`config.mk`:
```
export PLATFORM = sky130hd
export DESIGN_NAME = kvts_div_cell
export DESIGN_NICKNAME = d
export VERILOG_FILES = /design/src/hdl/kvts_pkg.sv /design/src/hdl/kvts_div_cell.sv
export SDC_FILE = /design/constraint.sdc
export NUM_CORES = 1
export LEC_CHECK = 0
export ABC_AREA = 1
export BUFFER_PORTS_ARGS = -buffer_cell sky130_fd_sc_hd__buf_2
export CORE_UTILIZATION = 46
export CTS_CLUSTER_SIZE = 25
export DETAILED_ROUTE_END_ITERATION = 8
export PLACE_DENSITY = 0.76
export SETUP_SLACK_MARGIN = 0.1
export SLEW_MARGIN = 5
export SYNTH_ARGS = -nofsm -noshare
export SYNTH_HDL_FRONTEND = slang
export SYNTH_SLANG_ARGS = --single-unit
```
`constraint.sdc`:
```
create_clock -name aclk -period 2 [get_ports aclk]
set_input_delay 0.6 -clock aclk [delete_from_list [all_inputs] [get_ports aclk]]
set_output_delay 0.6 -clock aclk [all_outputs]
set_load 0.005 [all_outputs]
```
`src/hdl/kvts_pkg.sv`:
```
// kvts_pkg: shared types, codes and defaults for the keyframe vector track sampler
`timescale 1ns / 1ps
package kvts_pkg;
    localparam int DATA_W             = 32;
    localparam int MAX_KEYS_DEF       = 64;
    localparam int FRACTION_BITS_DEF  = 16;

    // item kinds
    localparam logic [1:0] KIND_CLEAR  = 2'd0;
    localparam logic [1:0] KIND_APPEND = 2'd1;
    localparam logic [1:0] KIND_QUERY  = 2'd2;

    typedef struct packed {
        logic [1:0]               kind;
        logic [DATA_W-1:0]        stamp;
        logic signed [DATA_W-1:0] value_x;
        logic signed [DATA_W-1:0] value_y;
        logic signed [DATA_W-1:0] value_z;
    } in_word_t;

    typedef struct packed {
        logic                     found;
        logic signed [DATA_W-1:0] out_x;
        logic signed [DATA_W-1:0] out_y;
        logic signed [DATA_W-1:0] out_z;
        logic                     overflow;
    } out_word_t;
endpackage

```
`src/hdl/kvts_div_cell.sv`:
```
// kvts_div_cell: one restoring division step, registered, for the fraction divider chain
`timescale 1ns / 1ps
module kvts_div_cell #(
    parameter int QW = kvts_pkg::FRACTION_BITS_DEF
) (
    input  logic                        aclk,
    input  logic [kvts_pkg::DATA_W-1:0] rem_in,
    input  logic [kvts_pkg::DATA_W-1:0] den_in,
    input  logic [QW-1:0]               quo_in,
    output logic [kvts_pkg::DATA_W-1:0] rem_out,
    output logic [kvts_pkg::DATA_W-1:0] den_out,
    output logic [QW-1:0]               quo_out
);
    logic [kvts_pkg::DATA_W:0] shifted;
    logic                      ge;

    // shift in one bit and try to subtract the divisor
    always_comb begin
        shifted = {rem_in, 1'b0};
        ge      = (shifted >= {1'b0, den_in});
    end

    always_ff @(posedge aclk) begin
        rem_out <= ge ? kvts_pkg::DATA_W'(shifted - {1'b0, den_in})
                      : shifted[kvts_pkg::DATA_W-1:0];
        den_out <= den_in;
        quo_out <= {quo_in[QW-2:0], ge};
    end
endmodule

```
Word-level counts from Yosys, hierarchy flattened:

Cells that the tools add are included.

* flip-flop bits (word level): 80
* input bits: 81
* output and inout bits: 80

* add/subtract/negate cells: 1
* order comparisons: 1
* multiplexer cells: 1

Operator list (number)
* >= comparator 33 x 32 -> 1 bit: 1
* two-way mux 32 bit: 1
* subtractor 32 bit: 1

Depth between registers and ports, before layout:

Gate-level depths: netlist (run 1).

* word-level depth: 2
* mapped depth: 16
* mapped depth without buffers: 14

Least setup slack after synthesis (run 1):

OpenSTA, ideal clock, no wires.

* path type: in2reg
* start point: input den_in[28] (netlist bit)
* end point: register rem_out[25] (netlist bit)
* arrival: 1.922 ns
* required time: 1.888 ns
* setup slack: -0.035 ns
* stages: 13
* path buffers: 1
* cells stage by stage: inv_1 > ha_1 > nand2_1 > inv_1 > nand2_1 > nand2_1 > a21oi_1 > nand2_1 > nor2_2 > nand2_4 > buf_12 > nand3_2 > nand2_1

* longest elaborated chain between the ends: 2

Ends and longest elaborated chain
* from (decl): line kvts_div_cell.sv:8 `input logic [kvts_pkg::DATA_W-1:0] den_in,`
* >= comparator 33 x 32 -> 1 bit: line kvts_div_cell.sv:20 `ge = (shifted >= {1'b0, den_in});`
* two-way mux 32 bit: line kvts_div_cell.sv:24 `rem_out <= ge ? kvts_pkg::DATA_W'(shifted - {1'b0, den_in})`
* to (signal assigned): line kvts_div_cell.sv:24
* to (decl): line kvts_div_cell.sv:10 `output logic [kvts_pkg::DATA_W-1:0] rem_out,`

No other way between the ends.
A chain may end at the register's enable or synchronous reset.

Worst setup path after layout (run 1):

* start point: input rem_in[29] (netlist bit)
* end point: register rem_out[16] (netlist bit)

* longest elaborated chain between the ends: 2

Ends and longest elaborated chain
* from (decl): line kvts_div_cell.sv:7 `input logic [kvts_pkg::DATA_W-1:0] rem_in,`
* >= comparator 33 x 32 -> 1 bit: line kvts_div_cell.sv:20
* two-way mux 32 bit: line kvts_div_cell.sv:24

No other way between the ends.

==> reports/metrics.cfg, run 1 <==
[detailed_routing]
drtPass1Iterations = 5
ant_nets = 0
remaining_drc_errors = 0
drt-initial-drc-count = 245
wire_per_inst_um = 13.3
drt_wl_total_um = 15200
vias_per_cell = 4.74
vias = 5399

[finish]
final_nets = 1114
antennaDiodeCount = 0
syn_to_final_growth_pct = 60.1
layout-drive-gt1-share_pct = 45.5
fin_util_pct = 77.0

[synth]
yosysWarnings = 0
netlist.area_leader.share_pct = 33.6
ys_seq_area_share_pct = 33.6
synth_area_leaders = dfxtp_1 (34%), nand2_1 (22%), inv_1 (12%)
synth_cell_types = 24
netlist_area_sq_um = 4770
synth_nets = 846
synth_top_area_cell = dfxtp_1
avgSynthCellArea_sq_um = 6.51
netlist_instances = 732
synth_edf_count = 0
synth-main-ff-cell = dfxtp_1
async_reset_ff_share_pct = 0
synth-seq-cells = 80

[sta]
hold_viol = 0
finalSetupViolCount = 0
slew_headroom_pct = 83.8
worst_pin_slew_ns = 0.242
period_minus_slack_ns = 1.89
rsz0062_at_grt = yes
maxSlewViolCount = 0
fmax_ghz = 0.528
fin_hold_ws_ns = 0.333
fin_crit_sh_pct = 94.7
tns_ns = 0
layout_setup_ws_ns = 0.105

[global_route]
gr-usage-met2_pct = 44.0
grt_use_met1_pct = 32.6
globalRoute.busiestLayer = met2
grt_max_degree = 18
track_usage_pct = 25.5
grt_pass1_wl_um = 22500
grt_use_met3_pct = 3.90
grt_pass1_vias = 4914
gr-total-overflow = 0
grt_antenna_before_repair = 0

[run]
timing.max_cap.violations = 0

[setup_path]
crit_path_start_kind = input port
path_buf_inv = 2
cp.required_ns = 2.24
cpPeakStageDelay_ns = 0.26
critical_path.most_common_cell = nand2_1
worstPathMaxFanout = 6
cp.depth = 12
crit_path_cell_trace = buf_2, ha_4, a21o_1, nand2_1, nand2_1, a21oi_2, nand2_2, nor2_4, nand2_8, clkbuf_16, nand3_2, nand2_1
endpoint_kind = register
cp_top_family = simple AND/OR/NAND/NOR gates
slowest_stage = ha_4
worstSetupPathType = in -> reg
cp.arrival_ns = 2.14

[floorplan]
initial_core_util_pct = 48.1
io_pins = 161
coreArea_sq_um = 9910
chipWidth_um = 104
fp-row-count = 36
die_area_sq_um = 10800
die_h_um = 104

[power_and_ir_drop]
ir_worst_vdd_mv = 0.410
p_sw_w = 0.00170
p_int_w = 0.00326
power-per-cell-area_nw_per_um2 = 649
pwr-share-seq_pct = 36.5
p_leak_nw = 4.23
clockPowerShare_pct = 26.0
swShare_pct = 34.3
pwr-share-comb_pct = 37.5

[cts]
htree_levels = 3
cts_hold_buf = 0
clock-sinks = 80
cts_root_buf = clkbuf_8
cts_buffer_depth = 2
cts_tree = done
clkTransAtPathRegs_ns = 0.10
cts_made_buffers = 9

[placed_design]
io_buffers = 159
dp_hpwl_um = 11100
place_congestion = 0.879
place_ws_ns = -0.374

[hold_path]
whs_path_depth = 1
min_path_type = in -> reg

[run_status]
status = finished, final reports clean

==> registers in the layout (all words and copies together) (netlist names) <==
name / flops
den_out: 32
rem_out: 32
quo_out: 16
==> timing repair <==
action	CTS	global route
endpoints found under the setup margin	31	33
cloned	0	2
resized for setup	16	155
pin swaps	1	34
setup buffers	1	7
==> routing by layer <==
layer / wire length [um] / share of wire (%) / vias up
li1: - / - / 2742
met1: 6640 / 44 / 2458
met2: 7460 / 49 / 172
met3: 711 / 4.7 / 27
met4: 340 / 2.2 / 0
met5: 0 / 0 / -
==> kinds of logic after synthesis <==
kind of cell / count (synthesis) / share of synthesized area (%)
xor gates and xnor gates: 14 / 2.57
DFF: 80 / 33.6
buffers and inverters: 161 / 13.5
adders and majority gates: 33 / 8.82
AOI/OAI and AO/OA: 25 / 2.73
and+or+nand+nor: 419 / 38.8
==> cell usage in the layout, fill, tap and decap left out, drive strengths merged <==
cell type	synthesis	layout
bufinv	0	1
ha	32	32
clkbuf	0	11
clkinvlp	0	2
nand2	282	282
and2	8	8
nand4	4	4
dfxtp	80	80
inv	151	155
nor2	39	39
fa	1	1
nor3	9	9
nand3	68	68
a21oi	22	22
o21ai	1	1
xor2	13	13
xnor2	1	1
nand3b	9	9
buf	10	265
a21o	2	2
==> power groups by stage <==
stage / sequential [W] / combinational (W) / clock, W
2_1_floorplan: 0.00188 / 0.000789 / 0
3_3_place_gp: 0.00184 / 0.00150 / 0
3_5_place_dp: 0.00184 / 0.00153 / 0
4_1_cts: 0.00181 / 0.00156 / 0.00131
5_1_grt: 0.00182 / 0.00202 / 0.00137
6_report: 0.00181 / 0.00186 / 0.00129
==> final cells by class <==
class / count / area, sq um
Clock buffer: 9 / 124
Clock inverter: 7 / 85.1
Fill cell: 768 / 2280
Inverter: 151 / 582
Multi-Input combinational cell: 491 / 3370
Sequential cell: 80 / 1600
Tap cell: 133 / 166
Timing Repair Buffer: 267 / 1710
==> cell usage after synthesis (all sizes together), types with 8 or more instances <==
master,count
ha,32
and2,8
nand3,68
inv,151
nand2,282
xor2,13
nand3b,9
a21oi,22
nor2,39
nor3,9
dfxtp,80
buf,10
==> worst paths after layout <==
| check | start | endpoint | slack, ns |
|---|---|---|---|
| hold / removal | quo_in[0] | quo_out[1]$_DFF_P_ | 0.33 |
| setup / recovery | rem_in[29] | rem_out[16]$_DFF_P_ | 0.11 |
==> metrics by stage <==
step | cells | area, sq um | total power (W)
2_1_floorplan | 732 | 5020 | 0.00267
3_3_place_gp | 1112 | 6640 | 0.00334
3_5_place_dp | 1112 | 6640 | 0.00337
4_1_cts | 1129 | 6950 | 0.00468
5_1_grt | 1138 | 7630 | 0.00522
6_report | 1138 | 7630 | 0.00496
Power figures use the tool's default switching activity.
==> inputs of run 2 (changes only) <==
--- a/config.mk
+++ b/config.mk
@@ -9,6 +9,7 @@
 export BUFFER_PORTS_ARGS = -buffer_cell sky130_fd_sc_hd__buf_2
-export CORE_UTILIZATION = 46
+export CORE_MARGIN = 2
+export CORE_UTILIZATION = 55
 export CTS_CLUSTER_SIZE = 25
 export DETAILED_ROUTE_END_ITERATION = 8
-export PLACE_DENSITY = 0.76
+export PLACE_DENSITY = 0.85
 export SETUP_SLACK_MARGIN = 0.1
==> constraint.sdc (replaced) <==
create_clock -name aclk -period 2.5 [get_ports aclk]
set_input_delay 0.25 -clock aclk [delete_from_list [all_inputs] [get_ports aclk]]
set_output_delay 0.25 -clock aclk [all_outputs]
set_load 0.005 [all_outputs]
==> run 2 against run 1 <==
- clock-buffer cell count unchanged
- critical endpoint is now rem_out[31]$_DFF_P_
- critical path type unchanged
- sequential cell count unchanged
- largest power group is now registers
- first-iteration DRC count is 3.7% lower
- utilization fell by 0.51 points
- die area fell by 12%
- cell count decreased by 7.8%
- sequential power fell by 20%
==> reports/metrics.cfg, run 2 (same netlist as run 1, synthesis figures left out) <==
[placed_design]
place_ws_ns = 0.268
io_buffers = 159
dp.cells = 992
dp_hpwl_um = 9470
place_congestion = 0.959
placed_cell_area_sq_um = 5660

[detailed_routing]
drt-initial-drc-count = 236
ant_nets = 0
remaining_drc_errors = 0
drt_wl_total_um = 12900
vias_per_cell = 4.78
wire_per_inst_um = 12.3
drtPass1Iterations = 5
vias = 5013

[sta]
hold_viol = 0
fmax_ghz = 0.442
period_minus_slack_ns = 2.26
worst_pin_slew_ns = 0.332
slew_headroom_pct = 77.7
maxSlewViolCount = 0
tns_ns = 0
finalSetupViolCount = 0
layout_setup_ws_ns = 0.238
rsz0062_at_grt = no
fin_crit_sh_pct = 90.5

[global_route]
grt_pass1_vias = 4775
grt_use_met1_pct = 34.5
grt_use_met3_pct = 5.40
grt_pass1_wl_um = 21200
grt_max_degree = 32
gr-usage-met2_pct = 46.5
gr-total-overflow = 0
grt_antenna_before_repair = 0
globalRoute.busiestLayer = met2
track_usage_pct = 27.0

[setup_path]
cp_top_family = simple AND/OR/NAND/NOR gates
crit_path_start_kind = input port
critical_path.most_common_cell = nand2_1
cpPeakStageDelay_ns = 0.54
cp.required_ns = 2.81
cp.arrival_ns = 2.58
path_buf_inv = 4
worstSetupPathType = in -> reg
endpoint_kind = register
slowest_stage = dlygate4sd3_1
crit_path_cell_trace = dlygate4sd3_1, buf_2, inv_1, ha_1, nand2_1, nor2_2, nand2_1, nor2_2, nand2_1, nand2_1, nor2_4, nand2_8, buf_4, nand3_1, nand2_1
worstPathMaxFanout = 14

[floorplan]
io_pins = 161
die_area_sq_um = 9430
die_h_um = 97.1
initial_core_util_pct = 57.4
chipWidth_um = 97.1
fp-row-count = 33
coreArea_sq_um = 8300

[finish]
stdcell_count = 1049
multi_input_area_sq_um = 2550
top_regs = den_out: 32 flops, rem_out: 32 flops, quo_out: 16 flops
fin_area_sq_um = 6350
antennaDiodeCount = 0
final_cell_mix = nand2_1 (276), buf_2 (159), inv_1 (151)
final_nets = 1053
n_fill_cell = 662
syn_to_final_growth_pct = 33.2
seqCellArea_sq_um = 1600
layout-drive-gt1-share_pct = 22.6
final_common_cell = nand2_1

[cts]
post-cts-setup-buffer-count = 0
cts_root_buf = clkbuf_8
cts_buffer_depth = 2
clock-sinks = 80
clkTransAtPathRegs_ns = 0.09
cts_made_buffers = 9
cts_tree = done
htree_levels = 3

[hold_path]
min_path_type = in -> reg
hold_start = den_in[24]
holdPathEnd = den_out[24]$_DFF_P_
whs_path_depth = 1

[power_and_ir_drop]
p_leak_nw = 3.79
power-per-cell-area_nw_per_um2 = 564
ir_worst_vdd_mv = 0.354

[run]
timing.max_cap.violations = 0

[run_status]
status = finished, final reports clean

run 2: cell types whose count changed in the layout (fill, tap and decap cells not counted), moves of 22 or more:
cell,before,now
buf_4,98,3
ha_1,1,31
nand2_2,41,3
inv_2,22,0
dlygate4sd3_1,0,41
inv_1,127,151
ha_4,31,0
nand2_1,226,276
run 2: worst max path at each step:
stage / start / to / slack, ns / depth (start not counted)
after global placement: den_in[21] / rem_out[1]$_DFF_P_ / 0.34 / 13
after detailed placement: den_in[21] / rem_out[1]$_DFF_P_ / 0.27 / 14
after global routing: den_in[22] / rem_out[31]$_DFF_P_ / 0.08 / 15
after CTS: den_in[23] / rem_out[1]$_DFF_P_ / 0.13 / 15
final: den_in[22] / rem_out[31]$_DFF_P_ / 0.24 / 15
after floorplan: den_in[28] / rem_out[25]$_DFF_P_ / 0.82 / 13
run 2: per-stage QoR:
stage / hold WS [ns] / total power, W / utilization, %
final: 0.00325 / 0.00358 / 76.5
after global placement: 0.352 / 0.00242 / 68.2
after CTS: 0.000652 / 0.00357 / 75.5
after floorplan: 0.278 / 0.00209 / -
after global routing: -0.000218 / 0.00380 / 76.5
after detailed placement: 0.354 / 0.00244 / 68.2
run 2: where the power goes:
| group | leakage, nW | internal, W | switching [W] | total [W] |
|---|---|---|---|---|
| clock | 0.107 | 0.000573 | 0.000519 | 0.00109 |
| sequential | 0.675 | 0.00142 | 0.0000287 | 0.00145 |
| combinational | 3.00 | 0.000439 | 0.000603 | 0.00104 |
run 2: per-layer routing:
metal | routed length, um | part of all wire [%]
met1 | 5690 | 44
met2 | 6100 | 47
met3 | 924 | 7.1
met4 | 224 | 1.7
met5 | 0 | 0
run 2: timing repair:
action                     CTS  global route
hold endpoints to repair    38             3
gates resized for setup      0            15
hold buffers                38             3
setup endpoints to repair    0            32
run 2: area by class of cell:
cell class              instances  area share (%)
multi-input cells             491            40.2
inverters                     151            8.93
repair buffers                206            20.0
flip-flops and latches         80            25.2
clock inverters                 7            1.60
well taps                     105            2.07
clock buffers                   9            1.95
